<file path="src/hw/rtl/bgi_ram.sv">
// Generic simple dual-port RAM: one write port, one read port, registered read.
// No dependencies.
`default_nettype none

module bgi_ram #(
  parameter int unsigned WIDTH = 32,
  parameter int unsigned DEPTH = 64
) (
  input  wire logic                     clk_i,
  input  wire logic                     we_i,
  input  wire logic [$clog2(DEPTH)-1:0] waddr_i,
  input  wire logic [WIDTH-1:0]         wdata_i,
  input  wire logic [$clog2(DEPTH)-1:0] raddr_i,
  output logic      [WIDTH-1:0]         rdata_o
);

  logic [WIDTH-1:0] mem_q [DEPTH];
  logic [WIDTH-1:0] rdata_q;

  always_ff @(posedge clk_i) begin
    if (we_i) begin
      mem_q[waddr_i] <= wdata_i;
    end
    rdata_q <= mem_q[raddr_i];
  end

  assign rdata_o = rdata_q;

endmodule

`default_nettype wire

</file>
<file path="config.mk">
export PLATFORM = sky130hd
export DESIGN_NAME = bgi_ram
export DESIGN_NICKNAME = d
export VERILOG_FILES = /design/src/hw/rtl/bgi_ram.sv
export SDC_FILE = /design/constraint.sdc
export NUM_CORES = 2
export LEC_CHECK = 0
export BUFFER_PORTS_ARGS = -buffer_cell sky130_fd_sc_hd__buf_2
export CORE_MARGIN = 4
export CORE_UTILIZATION = 41
export CTS_BUF_LIST = sky130_fd_sc_hd__clkbuf_2
export DETAILED_ROUTE_END_ITERATION = 8
export PLACE_DENSITY = 0.59
export SYNTH_ARGS = -nofsm -noshare
export SYNTH_HDL_FRONTEND = slang
export SYNTH_SLANG_ARGS = --single-unit
</file>
<file path="constraint.sdc">
create_clock -name clk_i -period 5.9 [get_ports clk_i]
set_clock_uncertainty 0.1 [all_clocks]
set_input_delay 0.885 -clock clk_i [delete_from_list [all_inputs] [get_ports clk_i]]
set_output_delay 0.885 -clock clk_i [all_outputs]
set_load 0.01 [all_outputs]
</file>
; ---- Word-level counts from Yosys, hierarchy flattened
; Memory sizes are Yosys's and may differ from the RTL's. A register that Yosys moved wholly into a read port is not among the register bits.
; Cells that the tools add are included.
[classes]
mux = 2
[ops]
columns = operator, count
row1 = two-way mux 1 bit, 2
[totals]
reg_bits = 0
ramBits = 2048
out_inout_bits = 32
elab_cells = 3
n_memories = 1
[memory_table]
columns = name, depth, width, rd, rd_clocked_by_memory_dff, write_ports, line_no
row1 = mem_q, 64, 32, 1, 1, 1, 17  ; logic [WIDTH-1:0] mem_q [DEPTH];

; ---- Logic depth before layout (Yosys ltp)
[logic_depth]
depth_word = 2
mapped_depth = 10

; ---- Worst setup path before layout
; No wires, ideal clock.
[synth_timing]
path_type = in2reg
startpoint = input waddr_i[3]
endpoint = memory mem_q[48][0], enable pin
setup_time_ns = 0.461
t_arrival_ns = 3.584
t_required_ns = 5.339
path_slack_ns = 1.755
stages = 4
cell_sequence = clkbuf_1 -> nor2b_1 -> nand4b_1 -> nor3_1
[synth_rtl]
columns = element, line_no
row1 = "start, declared", 11  ; input wire logic [$clog2(DEPTH)-1:0] waddr_i,
row2 = "end, declared", 17
; No word-level cell before the write port.

; ---- Worst setup path in the final report
[layout_timing]
startpoint = register rdata_q[18] (netlist: rdata_o[18]), read port of mem_q
endpoint = output rdata_o[18]
[layout_rtl]
columns = element, line_no
row1 = "start, declared", 18  ; logic [WIDTH-1:0] rdata_q;
row2 = "end, declared", 14  ; output logic [WIDTH-1:0] rdata_o
; No word-level cell between the ends.

==> impl_metrics.toml <==
[clock_tree]
clkSinkCount = 2080
cts_buffer_depth = 4
cts_tree = "done"
ctsHoldBuffers = 52
cts_root_buffer = "clkbuf_2"
ctsResizeCount = 0
clk_latency_ns = 1.78
post_cts_buffers = 0
cts_max_level = 6
clk_pin_slew_worst_paths_ns = 0.12
numCtsBuffers = 535

[hold_path]
holdPathStages = 3
worstHoldPathType = "primary input to register"

[pwr]
p_per_area_nw_per_um2 = 311
ir_drop_v = 0.000147
p_clk_share_pct = 34.3
power_frac_comb_pct = 5.7
p_total_w = 0.0274
seqPwrFrac_pct = 60.0
power.switching_w = 0.00671
total_leakage_power_nw = 28.2
sw_frac_of_total_pct = 24.5
p_int_w = 0.0207

[place]
io_buffer_count = 77
gp_congestion = 0.768
place.detailed.hpwl_um = 116000

[timing]
setup_viol = 0
finalCritPeriodShare_pct = 61.3
finalSetupTns_ns = 0
period_minus_slack_ns = 3.62
slew_viol_final = 0
timing_hold_violations_final = 0
worst_pin_slew_ns = 1.36
rsz0062_at_grt = "no"
max_freq_mhz = 277
relSlewSlack_pct = 9.52

[yosys]
yosys_warnings = 0
syn_area_per_cell_sq_um = 23.6
yosysUniqueCellTypes = 34
synth_cells = 3324
seq_area_frac_synth_pct = 79.1
ys_seq_elements = 2080
netlist_area_sq_um = 78500
syn-num-nets = 3370

[setup_path]
crit_buf_inv = 1
cpMaxStageDelayCell = "dfxtp_1"
crit_chain = "buf_2"
end_kind = "output pin"
cp_max_fo = 1
crit_required_ns = 4.91
cp_top_family = "flip-flops"
criticalPathCategory = "register to output pin"
cp_data_arrival_time_ns = 2.63
start_kind = "register"
ff2ff_path_depth = 4
path_depth = 1
cpPeakStageDelay_ns = 0.69

[detailed_routing]
vias_per_cell = 5.64
drt_pass1_iterations = 5
drt-initial-drc-count = 4328
wl_per_cell_um = 30.0
drc = 0
drt-total-wl_um = 205000
ant_nets = 0
via_count = 38539

[global_route]
grt_pass1_wl_um = 293000
antenna_found_initial = 14
grt-ovfl-total = 0
grt_pass1_vias = 40313
busiest_layer = "met2"
gr-usage-met2_pct = 33.7
met3_usage_pct = 4.46
grt_max_degree = 74
grt_usage_pct = 20.7
use_met1_pct = 28.6

[cells_and_area]
nNetsFinal = 4004
drive_above_1_share_pct = 37.8
syn_to_final_growth_pct = 12.1
seqCellArea_sq_um = 62100
multi_input_area_sq_um = 16000
nFillCells = 15943

[die]
rows = 160
initial_core_util_pct = 41.2
die_y_um = 446
ios = 78
die_w_um = 446
core-area_sq_um = 190000
dieArea_sq_um = 199000

[flow_run]
drv_cap = 0

[run_status]
status = "complete, no violations"
## through the flow
step / cell area [sq um] / std cells / hold slack, ns / utilization [%] / setup WS [ns]
global route: 88000 / 6828 / 0.0349 / 46.2 / 2.03
global placement: 83000 / 5880 / 0.601 / 43.6 / 1.39
finish: 88000 / 6834 / 0.254 / 46.2 / 2.28
CTS: 88000 / 6817 / 0.0421 / 46.2 / 2.02
floorplan: 78500 / 3324 / 0.563 / - / 1.76
detailed placement: 83000 / 5880 / 0.617 / 43.6 / 1.38
## worst min-delay path: stages
cell and delay [ns]:
dlygate4sd3_1 0.53, buf_2 0.12, buf_4 0.26
## final cells by class
class	count	area share (%)
flip-flops and latches	2080	70.6
diodes	17	0.0483
well taps	2511	3.57
clock inverters	133	0.820
clock buffers	752	4.28
repair buffers	279	2.53
multi-input cells	1062	18.1
## Yosys cell counts
library cell  count  share of area (%)
nor2_1          137               0.65
or2_0             1             0.0080
a22oi_1          12               0.11
or3_1             3              0.024
buf_2            57               0.36
mux2i_1          93                1.2
and3_1            4              0.032
a41o_1            4              0.051
edfxtp_1       2048                 78
or3b_1            2              0.022
nand4_1           2              0.016
or2_2             1             0.0080
a311oi_1          8              0.089
dfxtp_1          32               0.82
o32ai_1           4              0.045
o221ai_1         27               0.30
a31oi_1           1             0.0080
buf_4            25               0.24
clkbuf_1         74               0.35
nand4b_1          1              0.011
or2_1             1             0.0080
nand3b_1          5              0.048
nor2b_1          15               0.12
nor3_1            7              0.045
mux4_2          544                 16
buf_1            21               0.10
and2_1            2              0.016
nand2b_1          8              0.064
buf_6             5              0.072
nand2_1          26               0.12
nand3_1           5              0.032
or3b_2            3              0.033
a21oi_1          62               0.40
o22ai_1          84               0.67
## power by group through the flow
| stage | registers [W] | logic (W) | clock network [W] |
|---|---|---|---|
| after detailed placement | 0.0168 | 0.00155 | 0 |
| after global placement | 0.0168 | 0.00153 | 0 |
| after floorplan | 0.0167 | 0.000796 | 0 |
| after global routing | 0.0164 | 0.00165 | 0.0105 |
| final | 0.0164 | 0.00155 | 0.00940 |
| after CTS | 0.0164 | 0.00158 | 0.00965 |
## cells in the final DEF, fill, tap and decap left out, types with 6 or more instances in the layout
cell type | Yosys | routed
buf_12 | 0 | 13
buf_4 | 25 | 137
inv_2 | 0 | 18
buf_2 | 57 | 73
o221ai_1 | 27 | 27
edfxtp_1 | 2048 | 2048
clkinv_2 | 0 | 7
clkinv_1 | 0 | 99
nor2_4 | 0 | 62
dfxtp_1 | 32 | 32
dlygate4sd3_1 | 0 | 52
bufinv_16 | 0 | 8
mux4_2 | 544 | 544
nor2_1 | 137 | 74
a21oi_1 | 62 | 62
o22ai_1 | 84 | 84
diode_2 | 0 | 17
nand2b_1 | 8 | 6
mux2i_1 | 93 | 93
a22oi_1 | 12 | 12
a311oi_1 | 8 | 8
nor2b_1 | 15 | 15
clkbuf_2 | 0 | 752
nand2_1 | 26 | 26
## state kept, by name (all words and copies together), names as in the netlist
name,flops
rdata_o,32
mem_q,2048
## worst paths after layout
| path | startpoint | to | slack, ns |
|---|---|---|---|
| min reg2reg | mem_q[29][20]$_DFFE_PP_ | rdata_o[20]$_DFF_P_ | 0.65 |
| min | wdata_i[20] | mem_q[36][20]$_DFFE_PP_ | 0.25 |
| max | rdata_o[18]$_DFF_P_ | rdata_o[18] | 2.28 |
| max reg2reg | mem_q[4][9]$_DFFE_PP_ | rdata_o[9]$_DFF_P_ | 3.31 |
## cells by family after synthesis
| logic type | share of synthesized area (%) |
|---|---|
| multiplexers | 16.8 |
| flip-flops | 79.1 |
| AND/OR/NAND/NOR | 1.27 |
| AO/OA/AOI/OAI | 1.67 |
| buffers and inverters | 1.13 |
## layer usage
layer / vias to the layer above / wire length [um]
li1: 15855 / -
met1: 20568 / 83100
met2: 1823 / 101000
met3: 293 / 17000
met4: 0 / 3610
met5: - / 0
(Power assumes the default switching activity.)
