`src/hw/rtl/bgi_pkg.sv`:
```
// Shared constants, codes and types of the bilinear grid interpolator.
// No dependencies; the other files that use it refer to it by scoped names.
`default_nettype none

package bgi_pkg;

  // Default table sizes and fixed-point format
  localparam int unsigned MAX_X_POINTS  = 64;
  localparam int unsigned MAX_Y_POINTS  = 64;
  localparam int unsigned FRACTION_BITS = 16;

  // Blend accumulator: holds every partial term of the blend without loss
  localparam int unsigned ACC_W = 100;

  // Input word actions
  localparam logic [1:0] ACT_LOAD_X    = 2'd0;
  localparam logic [1:0] ACT_LOAD_Y    = 2'd1;
  localparam logic [1:0] ACT_LOAD_GRID = 2'd2;
  localparam logic [1:0] ACT_QUERY     = 2'd3;

  // Result status codes
  localparam logic [1:0] ST_OK         = 2'd0;
  localparam logic [1:0] ST_NEGATIVE   = 2'd1;
  localparam logic [1:0] ST_SATURATED  = 2'd2;
  localparam logic [1:0] ST_ZERO_WIDTH = 2'd3;

  // Bounding points of the cell found on one axis
  typedef struct packed {
    logic signed [31:0] lo;
    logic signed [31:0] hi;
  } bgi_cell_t;

endpackage

`default_nettype wire

```
`src/hw/rtl/bgi_div.sv`:
```
// Restoring divider for the cell fractions: (num * 2^FRAC) / den, truncated
// toward zero and saturated to 32 bits signed. Uses bgi_pkg for its default.
`default_nettype none

module bgi_div #(
  parameter int unsigned FRAC = bgi_pkg::FRACTION_BITS
) (
  input  wire logic               clk_i,
  input  wire logic               rst_ni,
  input  wire logic               start_i,
  input  wire logic signed [32:0] num_i,
  input  wire logic signed [32:0] den_i,
  output logic                    done_o,
  output logic signed [31:0]      quot_o
);

  localparam int unsigned NW = 32 + FRAC;
  localparam int unsigned NCW = $clog2(NW + 1);

  logic           busy_q;
  logic [NCW-1:0] cnt_q;
  logic [NW-1:0]  dv_q;
  logic [NW-1:0]  qt_q;
  logic [31:0]    rem_q;
  logic [31:0]    dvs_q;
  logic           neg_q;
  logic           done_q;
  logic signed [31:0] quot_q;

  logic [32:0] num_mag, den_mag;
  logic [32:0] trial;
  logic        fits;
  logic        big_pos, big_neg;
  logic [31:0] sat_val;

  assign num_mag = num_i[32] ? 33'(-num_i) : 33'(num_i);
  assign den_mag = den_i[32] ? 33'(-den_i) : 33'(den_i);
  assign trial   = {rem_q, dv_q[NW-1]};
  assign fits    = trial >= {1'b0, dvs_q};

  assign big_pos = |qt_q[NW-1:31];
  assign big_neg = (|qt_q[NW-1:32]) || (qt_q[31] && (|qt_q[30:0]));

  always_comb begin
    if (neg_q) begin
      sat_val = big_neg ? 32'h8000_0000 : 32'(-qt_q[31:0]);
    end else begin
      sat_val = big_pos ? 32'h7FFF_FFFF : qt_q[31:0];
    end
  end

  always_ff @(posedge clk_i or negedge rst_ni) begin
    if (!rst_ni) begin
      busy_q <= 1'b0;
      cnt_q  <= '0;
      done_q <= 1'b0;
    end else begin
      done_q <= 1'b0;
      if (start_i) begin
        busy_q <= 1'b1;
        cnt_q  <= NCW'(NW);
      end else if (busy_q) begin
        if (cnt_q == '0) begin
          busy_q <= 1'b0;
          done_q <= 1'b1;
        end else begin
          cnt_q <= cnt_q - NCW'(1);
        end
      end
    end
  end

  always_ff @(posedge clk_i) begin
    if (start_i) begin
      dv_q  <= {num_mag[31:0], {FRAC{1'b0}}};
      dvs_q <= den_mag[31:0];
      rem_q <= '0;
      qt_q  <= '0;
      neg_q <= num_i[32] ^ den_i[32];
    end else if (busy_q && cnt_q != '0) begin
      // shift one dividend bit in, subtract where the divisor fits
      rem_q <= fits ? 32'(trial - {1'b0, dvs_q}) : trial[31:0];
      qt_q  <= {qt_q[NW-2:0], fits};
      dv_q  <= {dv_q[NW-2:0], 1'b0};
    end
    if (busy_q && cnt_q == '0) begin
      quot_q <= $signed(sat_val);
    end
  end

  assign done_o = done_q;
  assign quot_o = quot_q;

endmodule

`default_nettype wire

```
`config.mk`:
```
export PLATFORM = sky130hd
export DESIGN_NAME = bgi_div
export DESIGN_NICKNAME = d
export VERILOG_FILES = /design/src/hw/rtl/bgi_pkg.sv /design/src/hw/rtl/bgi_div.sv
export SDC_FILE = /design/constraint.sdc
export NUM_CORES = 1
export LEC_CHECK = 0
export BUFFER_PORTS_ARGS = -buffer_cell sky130_fd_sc_hd__buf_2
export CELL_PAD_IN_SITES_DETAIL_PLACEMENT = 1
export CELL_PAD_IN_SITES_GLOBAL_PLACEMENT = 2
export CORE_AREA = 2 2 170 172
export DETAILED_ROUTE_END_ITERATION = 16
export DIE_AREA = 0 0 172 174
export GPL_TIMING_DRIVEN = 0
export PLACE_DENSITY = 0.85
export SLEW_MARGIN = 0
export SYNTH_ARGS = -nofsm -noshare
export SYNTH_HDL_FRONTEND = slang
export SYNTH_SLANG_ARGS = --single-unit
```
`constraint.sdc`:
```
create_clock -name clk_i -period 4.58 [get_ports clk_i]
set_clock_uncertainty 0.05 [all_clocks]
set_input_delay 0.916 -clock clk_i [delete_from_list [all_inputs] [get_ports clk_i]]
set_output_delay 0.916 -clock clk_i [all_outputs]
set_load 0.01 [all_outputs]
```
After elaboration in Yosys (flattened, before gate mapping)
Index checks and enable logic that the tools add are counted.
Storage, ports and cells
  register bits after elaboration: 185
  output and inout bits: 33
Cells by class
  add/subtract/negate cells: 5
  order comparisons: 1
  equality and inequality tests: 1
  multiplexer cells: 17
  bitwise gates (word level): 1
  reduce and logical (&&, ||, !) cells: 12
Operators by type and width (number)
  32-bit two-way mux: 6
  48-bit two-way mux: 2
  32-bit negator: 3
  33-bit by 32-bit greater-or-equal comparator with 1-bit output: 1
  32-bit subtractor: 1
  31-bit OR reduction: 1
  6-bit two-way mux: 3
  17-bit OR reduction: 1
  16-bit OR reduction: 1
  6-bit zero test: 1
  1-bit two-way mux: 6
  6-bit nonzero test: 1
  6-bit by 1-bit subtractor with 6-bit output, second input constant: 1
  2-bit nonzero test: 2
  1-bit logical AND: 3
  2-bit inequality test, second input constant: 1
  2-bit AND reduction: 1
  1-bit logical OR: 1
  1-bit XOR: 1

Longest topological paths before layout
  word-level depth: 5
  mapped depth: 13

Worst setup path after synthesis
No wires, ideal clock.
  kind: input to register
  start: input port den_i[8]
  end: register dvs_q[29], data pin
  setup time: 0.263 ns
  data arrival time: 3.476 ns
  slack: 0.791 ns
  stages on the path: 7
  path through: or4_4 > or4_4 > or3_1 > or4_4 > or4_4 > o41ai_2 > xnor2_1
Between the ends
  longest elaborated chain between the ends: 2
RTL lines
  from (decl): RTL line bgi_div.sv:12  | input wire logic signed [32:0] den_i,
  32-bit negator: RTL line bgi_div.sv:37  | assign den_mag = den_i[32] ? 33'(-den_i) : 33'(den_i);
  32-bit two-way mux: RTL line bgi_div.sv:37
  via den_mag[29]: RTL line bgi_div.sv:30  | logic [32:0] num_mag, den_mag;
  to (signal assigned): RTL line bgi_div.sv:76  | dvs_q <= den_mag[31:0];
  to (decl): RTL line bgi_div.sv:25  | logic [31:0] dvs_q;
The timed path passes the listed nets, and every way through them passes these cells.
A chain may end at the register's enable or synchronous reset.

Final worst setup path
  start: register dvs_q[20]
  end: register rem_q[7]
Between the ends
  longest elaborated chain between the ends: 2
RTL lines
  33-bit by 32-bit greater-or-equal comparator with 1-bit output: RTL line bgi_div.sv:39  | assign fits = trial >= {1'b0, dvs_q};
  32-bit two-way mux: RTL line bgi_div.sv:82  | rem_q <= fits ? 32'(trial - {1'b0, dvs_q}) : trial[31:0];
  to (signal assigned): RTL line bgi_div.sv:82
  to (decl): RTL line bgi_div.sv:24  | logic [31:0] rem_q;
Every way passes these cells.

==> impl_metrics.env <==
export IMPL_status="completed"
export IMPL_final_common_cell="nand2_1"
export IMPL_grt_overflow_total=0
export IMPL_dr_pass1_iters=5
export IMPL_cts_root_buf="clkbuf_16"
export IMPL_num_rows=62
export IMPL_cp_slowest_stage_delay_ns=0.52
export IMPL_reg2reg_to="rem_q[7]"
export IMPL_critPathKind="reg -> reg"
export IMPL_crit_fanout=10
export IMPL_portBuffers=101
export IMPL_die_w_um=172
export IMPL_synthFlopType="edfxtp_1"
export IMPL_vias=9940
export IMPL_final_cell_area_um2=12700
export IMPL_grt_pass1_wl_um=53600
export IMPL_synth_top_area_cell="edfxtp_1"
export IMPL_yosys_warnings=0
export IMPL_leakage_nw=5.01
export IMPL_drive_gt1_share_pct=11.5
export IMPL_irDropWorstVdd_uv=227
export IMPL_dp_hpwl_um=24600
export IMPL_first_global_vias=10200
export IMPL_relSlewSlack_pct=42.9
export IMPL_hold_buffers=0
export IMPL_placed_area_um2=12000
export IMPL_synth_area_leaders="edfxtp_1 (26%), dfxtp_1 (15%), nand2_1 (7.1%), a21oi_1 (6.3%), ha_1 (4.1%)"
export IMPL_clk_latency_ns=0.45
export IMPL_rsz0062_at_grt="false"
export IMPL_wl_per_cell_um=18.2
export IMPL_post_cts_buffers=0
export IMPL_cellPowerDensity_nw_per_um2=322
export IMPL_drtAntennaViolNets=0
export IMPL_ys_ff_latch=185
export IMPL_rrSetupSlack_ns=0.45
export IMPL_grt_usage_pct=22.5
export IMPL_cp_data_arrival_time_ns=4.42
export IMPL_syn_nets=1391
export IMPL_die_height_um=174
export IMPL_finalWorstSetupSlack_ns=0.453
export IMPL_hp_class="in -> async"
export IMPL_die_area_um2=29900
export IMPL_tightest_slew_ns=0.855
export IMPL_globalplace_congestion=0.895
export IMPL_antenna_found_initial=1
export IMPL_synth_avg_cell_area_um2=8.58
export IMPL_p_total_mw=4.07
export IMPL_cts_inserted_buffers=17
export IMPL_cp_cell_sequence="inv_1, ha_1, clkbuf_1, a21oi_1, o32ai_1, or4_1, a32oi_1, nand3b_1, nand2_1, clkbuf_1, clkbuf_1, nand2_1, a311oi_1"
export IMPL_layout_common_cells="nand2_1 (210), a21oi_1 (138), nor2_1 (103), buf_2 (102), edfxtp_1 (97)"
export IMPL_cp_num_buf_inv=4
export IMPL_setup_viol=0
export IMPL_pre_cts_slack_ns=0.439
export IMPL_via_per_inst=5.51
export IMPL_synth_top_area_share_pct=26.4
export IMPL_synth_edff_count=97
export IMPL_async_reset_ff_share_pct=4.32
export IMPL_worstSetupStartpointType="flip-flop"
export IMPL_cts_resized=0
export IMPL_max_cap_violations=0
export IMPL_tns_ns=0
export IMPL_fmax_mhz=242
export IMPL_ys_seq_area_share_pct=42.8
export IMPL_grt_max_degree=35
export IMPL_syn_area_um2=11000
export IMPL_nNetsFinal=1511
export IMPL_tritoncts="yes"
export IMPL_area_growth_pct=14.7
export IMPL_initial_utilization_pct=39.1
export IMPL_initialDrtViolationCount=694
export IMPL_io_pins=102
export IMPL_final_util_pct=44.8
export IMPL_r2r_start="dvs_q[20]"
export IMPL_cpMaxStageDelayCell="clkbuf_1"
export IMPL_drc=0
export IMPL_clock_sinks=185
export IMPL_period_minus_slack_ns=4.13
export IMPL_cp_common_cell="clkbuf_1"
export IMPL_timing_final_hold_violations=0
export IMPL_htreeDepth=4
export IMPL_ys_types=70
export IMPL_r2r_cells=13
export IMPL_synthCells=1285
export IMPL_core_region_area_um2=28200
export IMPL_period_share_pct=90.1
export IMPL_clkTransAtPathRegs_ns=0.08
export IMPL_endpoint_kind="flip-flop"
export IMPL_final_max_slew_viol_count=0
export IMPL_critPathRequiredTime_ns=4.87
export IMPL_critPathTopFamily="buffers and inverters"
export IMPL_clk_path_buf_depth=2
export IMPL_wirelength_um=32800
## worst max path at each step
stage | startpoint | to | slack, ns | cells after the start
finish | dvs_q[20] | rem_q[7] | 0.45 | 13
global route | dvs_q[20] | rem_q[7] | 0.13 | 12
CTS | dvs_q[20] | rem_q[7] | 0.39 | 13
detailed placement | den_i[8] | dvs_q[29] | 0.44 | 8
global placement | start_i | dv_q[32] | 0.37 | 4
floorplan | den_i[8] | dvs_q[29] | 0.79 | 7
## kinds of logic after synthesis
logic type,share of synthesized area (%)
AOI/OAI and AO/OA,20.1
xor gates and xnor gates,6.75
adders and majority gates,4.27
buffers and inverters,4.57
DFF,42.8
muxes,0.477
and+or+nand+nor,21.1
## layer usage
layer  share of wire (%)  vias up  global-route usage, %  routed length [um]
met4                 1.6        0                   5.92                 517
met2                  49      202                   39.3               16100
met1                  46     4814                   29.4               15200
met5                   0        -                      0                   0
met3                 3.0       36                   2.62                 992
li1                    -     4888                      -                   -
## report_power, final
| part | total, mW | internal [mW] | switching, mW |
|---|---|---|---|
| combinational | 0.590 | 0.222 | 0.368 |
| clock | 1.59 | 0.838 | 0.749 |
| sequential | 1.89 | 1.85 | 0.0455 |
| total | 4.07 | 2.91 | 1.16 |
## flip-flops by register name, summed over array words and instances (netlist names)
signal	count
rem_q	32
done_o	1
dvs_q	32
cnt_q	6
dv_q	32
quot_o	32
neg_q	1
qt_q	48
busy_q	1
## worst register-to-register path: stages (launching register included)
cell      delay [ns]
edfxtp_1        0.38
inv_1           0.14
ha_1            0.25
clkbuf_1        0.21
a21oi_1         0.25
o32ai_1         0.11
or4_1           0.42
a32oi_1         0.40
nand3b_1        0.18
nand2_1         0.19
clkbuf_1        0.52
clkbuf_1        0.48
nand2_1         0.11
a311oi_1        0.33
## through the flow
step / cells / hold slack [ns]
global placement: 1770 / 0.411
detailed placement: 1770 / 0.417
CTS: 1802 / 0.256
floorplan: 1285 / 0.387
finish: 1803 / 0.268
global route: 1803 / 0.268
## Yosys cell counts, drive strengths merged (5+ instances only)
cell,number
o21ai,49
o41ai,11
dfxtp,80
a311oi,16
nor2b,8
and2,5
ha,36
or2,8
dfrtp,8
o21bai,5
nand3b,11
or3,18
and3,6
nand2,210
nand2b,10
o31ai,21
nor3,37
buf,6
or4,14
a21o,26
a21oi,138
nand3,22
inv,57
xor2,38
clkbuf,70
a31oi,16
a211oi,13
nor4,13
xnor2,47
nand4,13
edfxtp,97
o311ai,12
nor2,104
## layout make-up
type                       count  area, um2
sequential                   185       4710
timing repair buffer         101        505
inverter                      57        214
fill                        3460      15600
clock inverter                15        203
antenna                        1       2.50
clock buffer                  17        425
multi-input combinational    967       5820
tap                          384        480
buffer                        76        290
(Power assumes the default switching activity.)
