### src/hw/rtl/bgi_pkg.sv
// Shared constants, codes and types of the bilinear grid interpolator.
// No dependencies; the other files that use it refer to it by scoped names.
`default_nettype none

package bgi_pkg;

  // Default table sizes and fixed-point format
  localparam int unsigned MAX_X_POINTS  = 64;
  localparam int unsigned MAX_Y_POINTS  = 64;
  localparam int unsigned FRACTION_BITS = 16;

  // Blend accumulator: holds every partial term of the blend without loss
  localparam int unsigned ACC_W = 100;

  // Input word actions
  localparam logic [1:0] ACT_LOAD_X    = 2'd0;
  localparam logic [1:0] ACT_LOAD_Y    = 2'd1;
  localparam logic [1:0] ACT_LOAD_GRID = 2'd2;
  localparam logic [1:0] ACT_QUERY     = 2'd3;

  // Result status codes
  localparam logic [1:0] ST_OK         = 2'd0;
  localparam logic [1:0] ST_NEGATIVE   = 2'd1;
  localparam logic [1:0] ST_SATURATED  = 2'd2;
  localparam logic [1:0] ST_ZERO_WIDTH = 2'd3;

  // Bounding points of the cell found on one axis
  typedef struct packed {
    logic signed [31:0] lo;
    logic signed [31:0] hi;
  } bgi_cell_t;

endpackage

`default_nettype wire

### src/hw/rtl/bgi_ram.sv
// Generic simple dual-port RAM: one write port, one read port, registered read.
// No dependencies.
`default_nettype none

module bgi_ram #(
  parameter int unsigned WIDTH = 32,
  parameter int unsigned DEPTH = 64
) (
  input  wire logic                     clk_i,
  input  wire logic                     we_i,
  input  wire logic [$clog2(DEPTH)-1:0] waddr_i,
  input  wire logic [WIDTH-1:0]         wdata_i,
  input  wire logic [$clog2(DEPTH)-1:0] raddr_i,
  output logic      [WIDTH-1:0]         rdata_o
);

  logic [WIDTH-1:0] mem_q [DEPTH];
  logic [WIDTH-1:0] rdata_q;

  always_ff @(posedge clk_i) begin
    if (we_i) begin
      mem_q[waddr_i] <= wdata_i;
    end
    rdata_q <= mem_q[raddr_i];
  end

  assign rdata_o = rdata_q;

endmodule

`default_nettype wire

### src/hw/rtl/bgi_axis.sv
// Axis table with its cell search: holds the points of one axis in a RAM and
// finds the cell around a coordinate by a linear scan. Uses bgi_pkg, bgi_ram.
`default_nettype none

module bgi_axis #(
  parameter int unsigned DEPTH = bgi_pkg::MAX_X_POINTS
) (
  input  wire logic                       clk_i,
  input  wire logic                       rst_ni,
  input  wire logic                       wr_en_i,
  input  wire logic [$clog2(DEPTH)-1:0]   wr_addr_i,
  input  wire logic [31:0]                wr_data_i,
  input  wire logic [$clog2(DEPTH+1)-1:0] count_i,
  input  wire logic                       start_i,
  input  wire logic signed [31:0]         coord_i,
  output logic                            done_o,
  output bgi_pkg::bgi_cell_t              cell_o,
  output logic [$clog2(DEPTH)-1:0]        idx_o
);

  localparam int unsigned AW = $clog2(DEPTH);
  localparam int unsigned CW = $clog2(DEPTH+1);

  localparam logic [1:0] S_IDLE = 2'd0;
  localparam logic [1:0] S_RD   = 2'd1;
  localparam logic [1:0] S_CK   = 2'd2;

  localparam logic [2:0] P_FIRST = 3'd0;
  localparam logic [2:0] P_LAST  = 3'd1;
  localparam logic [2:0] P_SCAN  = 3'd2;
  localparam logic [2:0] P_LO    = 3'd3;
  localparam logic [2:0] P_HI    = 3'd4;

  logic [1:0]         st_q, st_d;
  logic [2:0]         ph_q, ph_d;
  logic [AW-1:0]      ka_q, ka_d;
  logic [AW-1:0]      k_q, k_d;
  logic signed [31:0] lo_q, lo_d, hi_q, hi_d;
  logic               done_q, done_d;
  logic [31:0]        rdata;
  logic signed [31:0] pt;
  logic [AW-1:0]      last, last_m1;

  bgi_ram #(.WIDTH(32), .DEPTH(DEPTH)) u_ram (
    .clk_i   (clk_i),
    .we_i    (wr_en_i),
    .waddr_i (wr_addr_i),
    .wdata_i (wr_data_i),
    .raddr_i (ka_q),
    .rdata_o (rdata)
  );

  assign pt      = $signed(rdata);
  assign last    = AW'(count_i - CW'(1));
  assign last_m1 = AW'(count_i - CW'(2));

  always_comb begin
    st_d   = st_q;
    ph_d   = ph_q;
    ka_d   = ka_q;
    k_d    = k_q;
    lo_d   = lo_q;
    hi_d   = hi_q;
    done_d = 1'b0;
    case (st_q)
      S_IDLE: begin
        if (start_i) begin
          ka_d = '0;
          ph_d = P_FIRST;
          st_d = S_RD;
        end
      end
      S_RD: begin
        st_d = S_CK;
      end
      S_CK: begin
        st_d = S_RD;
        case (ph_q)
          P_FIRST: begin
            if (coord_i < pt) begin
              k_d  = AW'(1);
              ka_d = '0;
              ph_d = P_LO;
            end else begin
              ka_d = last;
              ph_d = P_LAST;
            end
          end
          P_LAST: begin
            if (coord_i >= pt || count_i == CW'(2)) begin
              k_d  = last;
              ka_d = last_m1;
              ph_d = P_LO;
            end else begin
              ka_d = AW'(1);
              ph_d = P_SCAN;
            end
          end
          P_SCAN: begin
            if (pt > coord_i) begin
              k_d  = ka_q;
              ka_d = ka_q - AW'(1);
              ph_d = P_LO;
            end else if (ka_q == last_m1) begin
              k_d  = last;
              ka_d = last_m1;
              ph_d = P_LO;
            end else begin
              ka_d = ka_q + AW'(1);
            end
          end
          P_LO: begin
            lo_d = pt;
            ka_d = k_q;
            ph_d = P_HI;
          end
          P_HI: begin
            hi_d   = pt;
            done_d = 1'b1;
            st_d   = S_IDLE;
          end
          default: begin
            st_d = S_IDLE;
          end
        endcase
      end
      default: begin
        st_d = S_IDLE;
      end
    endcase
  end

  always_ff @(posedge clk_i or negedge rst_ni) begin
    if (!rst_ni) begin
      st_q   <= S_IDLE;
      ph_q   <= P_FIRST;
      ka_q   <= '0;
      done_q <= 1'b0;
    end else begin
      st_q   <= st_d;
      ph_q   <= ph_d;
      ka_q   <= ka_d;
      done_q <= done_d;
    end
  end

  always_ff @(posedge clk_i) begin
    k_q  <= k_d;
    lo_q <= lo_d;
    hi_q <= hi_d;
  end

  assign done_o    = done_q;
  assign cell_o.lo = lo_q;
  assign cell_o.hi = hi_q;
  assign idx_o     = k_q;

endmodule

`default_nettype wire

### config.mk
export PLATFORM = sky130hd
export DESIGN_NAME = bgi_axis
export DESIGN_NICKNAME = d
export VERILOG_FILES = /design/src/hw/rtl/bgi_pkg.sv /design/src/hw/rtl/bgi_ram.sv /design/src/hw/rtl/bgi_axis.sv
export SDC_FILE = /design/constraint.sdc
export NUM_CORES = 2
export LEC_CHECK = 0
export ABC_AREA = 0
export CORE_ASPECT_RATIO = 0.7
export CORE_MARGIN = 2
export CORE_UTILIZATION = 45
export DETAILED_ROUTE_END_ITERATION = 7
export DONT_BUFFER_PORTS = 1
export PLACE_DENSITY_LB_ADDON = 0.2
export SYNTH_ARGS = -nofsm -noshare
export SYNTH_HDL_FRONTEND = slang
export SYNTH_HIERARCHICAL = 1
export SYNTH_SLANG_ARGS = --single-unit
### constraint.sdc
create_clock -name clk_i -period 5.9 [get_ports clk_i]
set_clock_uncertainty 0.1 [all_clocks]
set_input_delay 0 -clock clk_i [delete_from_list [all_inputs] [get_ports clk_i]]
set_output_delay 0 -clock clk_i [all_outputs]
set_load 0.02 [all_outputs]
Word level (Yosys, flattened, before mapping)

Memories as Yosys holds them, arrays and structs flattened. A register that Yosys moved wholly into a read port is not among the register bits.
Index checks and enable logic that the tools add are counted.

Bits in registers: 82
Bits in latches: 0
Memory bits (writable): 2,048
Bits in read-only memories: 0
Input bits: 81
Output and inout bits: 71
Logic and storage cells: 66
Memories kept: 1

Memories:

| name        | depth | width | read ports | clocked after Yosys merged registers in | wr ports | RTL line      | source |
|---|---|---|---|---|---|---|---|
| u_ram.mem_q | 64    | 32    | 1          | 1                                       | 1        | bgi_ram.sv:17 | `logic [WIDTH-1:0] mem_q [DEPTH];` |

Add/sub/neg operators: 4
Multipliers: 0
Divide/modulo/power cells: 0
$lt $le $gt $ge: 3
Equal/unequal tests: 14
Shift operators: 0
Muxes and demuxes: 26
Bitwise operators: 0
Reduce and logical (&&, ||, !) cells: 11

Operators with widths:

| cell                                                                | number |
|---|---|
| 6-bit 2-to-1 mux                                                    | 9 |
| 32-bit >= comparator                                                | 1 |
| 32-bit greater-than comparator                                      | 1 |
| 32-bit < comparator                                                 | 1 |
| 6-bit case mux with 4 select lines                                  | 1 |
| 6-bit case mux with 3 select lines                                  | 1 |
| 3-bit case mux with 4 select lines                                  | 1 |
| 6-bit case mux with 2 select lines                                  | 1 |
| 6-bit by 1-bit subtractor with 6-bit output (second input constant) | 2 |
| 3-bit 2-to-1 mux                                                    | 3 |
| 7-bit by 2-bit == test with 1-bit output (second input constant)    | 1 |
| 6-bit by 1-bit adder with 6-bit output (second input constant)      | 1 |
| 3-bit by 2-bit == test with 1-bit output (second input constant)    | 2 |
| 6-bit == test                                                       | 1 |
| 1-bit 2-to-1 mux                                                    | 6 |
| 2-bit != test (second input constant)                               | 3 |
| 2-bit case mux with 3 select lines                                  | 1 |
| 3-bit case mux with 2 select lines                                  | 1 |
| 6-bit by 2-bit subtractor with 6-bit output (second input constant) | 1 |
| 5-bit by 2-bit != test with 1-bit output (second input constant)    | 1 |
| 5-bit AND reduction                                                 | 1 |
| 2-bit 2-to-1 mux                                                    | 2 |
| 4-bit != test (second input constant)                               | 1 |
| 2-bit AND reduction                                                 | 2 |
| 13 further kinds                                                    | 13 |

Logic depth before layout (Yosys ltp)

Depth in word-level cells: 6
Mapped depth: 11
Mapped depth without buffers: 10

Modules after synthesis

Netlist, hierarchy kept.

Modules (own cells, without submodules):

| module   | instances | cells an instance | area each (um^2) | seq. area each (um^2) |
|---|---|---|---|---|
| bgi_ram  | 1         | 3,324             | 78,515.3         | 62,139.6 |
| bgi_axis | 1         | 372               | 4,325.4          | 2,402.3 |

Worst setup path after synthesis

No wires, ideal clock.

Path kind: input to register
Start point: in wr_addr_i[3]
End point: mem u_ram.mem_q[48][0] (enable)
Library setup time: 0.461 ns
Arrival time: 2.699 ns
Required time: 5.339 ns
Path slack: 2.640 ns
Cell stages on the path: 4
Path through: clkbuf_1 -> nor2b_1 -> nand4b_1 -> nor3_1

RTL lines:

| what               | RTL line       | source |
|---|---|---|
| start: declaration | bgi_axis.sv:11 | `input wire logic [$clog2(DEPTH)-1:0] wr_addr_i,` |
| end: declaration   | bgi_ram.sv:17  |  |

No word-level cell before the write port.

Worst setup path in the final report

Start point: reg u_ram.rdata_q[31] (netlist: u_ram/rdata_o[31]) (read register of u_ram.mem_q)
End point: reg ka_q[0]

Longest elaborated chain between the ends: 5
Elaborated cells on any way between the ends: 9
Those cells by class: order compare: 3; mux: 5; reduce/logical: 1

Ends and longest elaborated chain:

| what                                 | RTL line        | source |
|---|---|---|
| start: declaration                   | bgi_ram.sv:18   | `logic [WIDTH-1:0] rdata_q;` |
| 32-bit >= comparator                 | bgi_axis.sv:90  | `if (coord_i >= pt \|\| count_i == CW'(2)) begin` |
| 1-bit logical OR                     | bgi_axis.sv:90  |  |
| 6-bit 2-to-1 mux                     | bgi_axis.sv:90  |  |
| 6-bit case mux with 4 select lines * | bgi_axis.sv:78  | `case (ph_q)` |
| 6-bit case mux with 2 select lines * | bgi_axis.sv:65  | `case (st_q)` |
| end signal: assignment               | bgi_axis.sv:142 | `ka_q <= ka_d;` |
| end: declaration                     | bgi_axis.sv:36  | `logic [AW-1:0] ka_q, ka_d;` |

Mark *: on every way between the ends. The rest lies on a longest branch, timed or not.
A chain may end at the register's enable or synchronous reset.

==> flow_summary_export.csv <==
group,metric,value,unit
routing,drtAntennaViolNets,0,
placed_design,numPortBuffers,0,
power_and_ir_drop,p_int,27680,uW
routing,routed_wl,227800,um
global_routing,grt_pass1_vias,39140,
die,io_pins,152,
placed_design,hpwl,125300,um
synthesis,ys_types,70,
sta,slew_headroom,15.82,%
setup_path,slowest_delay,0.85,ns
power_and_ir_drop,switching_share,28.98,%
status,status,"finished clean",
synthesis,synthTopCellsByArea,"edfxtp_1 (77%), mux4_2 (15%), mux2i_1 (1.2%)",
power_and_ir_drop,clkPwrFrac,32.1,%
synthesis,synth_flop_cell,"edfxtp_1",
final_layout,fillCellCount,14190,
clock_tree,post_cts_buffers,0,
clock_tree,hold_buffers,91,
die,start_util,45.37,%
routing,drt_iter0_drc,5706,
die,die_h,363.0,um
clock_tree,clk_pin_slew,0.07,ns
synthesis,seq_area_frac_synth,77.91,%
routing,vias,40110,
setup_path,critPathSlowestCell,"dfxtp_1",
power_and_ir_drop,switchingPower,11300,uW
routing,firstDrtPassIters,5,
synthesis,yosysMostFrequentCell,"edfxtp_1",
global_routing,track_usage,24.36,%
synthesis,postSynthAreaPerCell,22.41,um^2
routing,avgViaCountPerCell,6.135,
clock_tree,tritoncts,"yes",
clock_tree,htreeDepth,4,
clock_tree,cts_resized,0,
final_layout,final_layout_size_suffix_gt1_share,25.98,%
die,rows,131,
sta,slew_violations,0,
synthesis,syn-cell-area,82840,um^2
power_and_ir_drop,powerDensity,413.6,nW/um^2
power_and_ir_drop,peakVddDrop,311.4,uV
die,coreArea,182600,um^2
setup_path,crit_chain,"ha_1 -> nand4_2 -> or4_4 -> o41a_1 -> o21a_1 -> a211o_1 -> o311a_1 -> dlygate4sd3_1 -> a41oi_1 -> dlygate4sd3_1",
die,dieArea,187600,um^2
sta,finalWorstPathRequiredPeriod,4.859,ns
clock_tree,clk_latency,0.84,ns
synthesis,synthesis.nets,3815,
routing,wl_per_cell,34.84,um
die,die_x,516.8,um
min_path,hold_path.class,"input pin to register",
synthesis,synth_top_cell_by_area,"edfxtp_1",
global_routing,antenna_found_initial,12,
final_layout,fin_util,51.61,%
placed_design,place_area,86560,um^2
synthesis,ys_warn_count,6,
job,cap_violations,0,
synthesis,synthArstFlopShare,0.5550,%
final_layout,areaGrowthSynthToFinish,13.76,%
setup_path,critPathTopFamily,"compound AO/OA/AOI/OAI gates",
sta,whs,0.05204,ns
final_layout,design.final.nets,4033,
global_routing,grt_overflow,0,
synthesis,synth-seq-cells,2162,
sta,rsz0062_at_grt,"no",
final_layout,stdcell_area,94240,um^2
global_routing,grt_pass1_wl,314300,um
sta,fmax,0.2058,GHz
placed_design,globalplace.congestion,0.8373,
sta,tightestPinTransition,1.263,ns
clock_tree,cts_buffers,191,
setup_path,cp_common_cell,"dlygate4sd3_1",
setup_path,worstPathArrival,5.50,ns
global_routing,grt_max_degree,96,
sta,fin_setup_tns,0,ns
routing,drcViolationCount,0,
setup_path,path_buf_inv,2,
setup_path,endpoint_kind,"register",
power_and_ir_drop,seq_power_share,46.1,%
clock_tree,clk_path_buf_depth,3,
power_and_ir_drop,leakagePower,0.02869,uW
setup_path,startpoint_type,"register",
synthesis,synth-edff-count,2118,
synthesis,netlist_instances,3696,
setup_path,cp_max_fo,9,
synthesis,yosys-top-cells-count,"edfxtp_1 (2118), mux4_2 (544), nor2_1 (158)",
synthesis,synth_top_area_share,76.78,%
setup_path,cp_data_required_time,6.54,ns
clock_tree,clock_sinks,2162,
sta,setup_viol,0,
setup_path,path_class,"register to register",
power_and_ir_drop,p_comb_share,21.8,%
sta,finalHoldViolations,0,
sta,fin_crit_sh,82.36,%
clock_tree,cts_root_buffer,"clkbuf_16",
==> worst reg2reg max path, delay by kind of cell, from the launching register on <==
kind	cells	cell delay, ns
AOI/OAI and AO/OA	5	1.50
buffers and inverters	2	1.14
DFF	1	0.85
and+or+nand+nor	2	0.79
adders and majority gates	1	0.42
==> area by class of cell <==
class | count | area [um^2] | area share (%)
antenna | 7 | 17.52 | 0.01859
inverter | 40 | 150.1 | 0.1593
multi-input combinational | 1301 | 17700 | 18.78
clock buffer | 246 | 5235 | 5.555
sequential | 2162 | 64560 | 68.51
timing repair buffer | 218 | 2550 | 2.706
clock inverter | 105 | 949.7 | 1.008
tap | 2460 | 3078 | 3.266
==> power by group through the flow <==
stage | registers (uW) | logic (uW) | clock network (uW)
floorplan | 17700 | 5390 | 0
global placement | 18300 | 7960 | 0
detailed placement | 18300 | 7980 | 0
CTS | 18000 | 8410 | 12700
global route | 18000 | 8980 | 13300
finish | 18000 | 8490 | 12500
==> per-stage QoR <==
step | setup slack [ns] | power (uW) | cells
6_report | 1.041 | 38980 | 6539
2_1_floorplan | 2.640 | 23060 | 3696
4_1_cts | 1.202 | 39070 | 6532
3_3_place_gp | 1.778 | 26250 | 6090
3_5_place_dp | 1.685 | 26270 | 6090
5_1_grt | 0.9834 | 40270 | 6536
==> cell families (layout without fill, tap and decap cells) <==
family | Yosys count | in the layout | synth area share, %
AOI/OAI and AO/OA | 274 | 274 | 2.195
xor gates and xnor gates | 20 | 20 | 0.2115
adders and majority gates | 38 | 38 | 0.5739
buffers and inverters | 233 | 609 | 1.309
DFF | 2162 | 2162 | 77.91
muxes | 643 | 643 | 15.99
other | 0 | 7 | 0
and+or+nand+nor | 326 | 326 | 1.812
==> layout by cell type (no fill, tap or decap), types with 34 or more instances in the layout <==
cell | netlist | layout
edfxtp_1 | 2118 | 2118
mux4_2 | 544 | 544
clkbuf_16 | 0 | 198
buf_4 | 25 | 117
mux2i_1 | 98 | 98
nor2_1 | 158 | 95
o22ai_1 | 86 | 86
a21oi_1 | 81 | 81
nor2_4 | 0 | 63
nand2_1 | 60 | 60
dlygate4sd3_1 | 0 | 59
clkinv_1 | 1 | 44
inv_1 | 39 | 39
ha_1 | 38 | 38
clkbuf_1 | 84 | 38
clkinv_2 | 0 | 34
==> per-layer routing <==
| metal | wire length [um] | vias up | global-route usage [%] |
|---|---|---|---|
| li1 | - | 16070 | - |
| met1 | 96510 | 21710 | 36.42 |
| met2 | 95950 | 2019 | 33.34 |
| met3 | 28580 | 312 | 9.058 |
| met4 | 6431 | 6 | 6.779 |
| met5 | 354 | - | 1.243 |
==> flip-flops by register name (all words and copies together), names as in the netlist <==
name	flops
done_o	1
hi_q	32
idx_o	6
ka_q	6
lo_q	32
ph_q	3
st_q	2
u_ram/mem_q	2048
u_ram/rdata_o	32
==> worst paths after layout <==
path | from | end | slack [ns] | depth (start not counted)
worst max-delay path | u_ram/rdata_o[31] | ka_q[0] | 1.04 | 10
max in group asynchronous | rst_ni | ka_q[1] | 5.00 | 2
min in group asynchronous | rst_ni | ka_q[3] | 0.16 | 2
worst max register to register | u_ram/rdata_o[31] | ka_q[0] | 1.04 | 10
worst min register to register | st_q[1] | st_q[1] | 0.37 | 1
worst min-delay path | wr_addr_i[3] | u_ram/mem_q[53][13] | 0.05 | 4
Power figures use the tool's default switching activity.
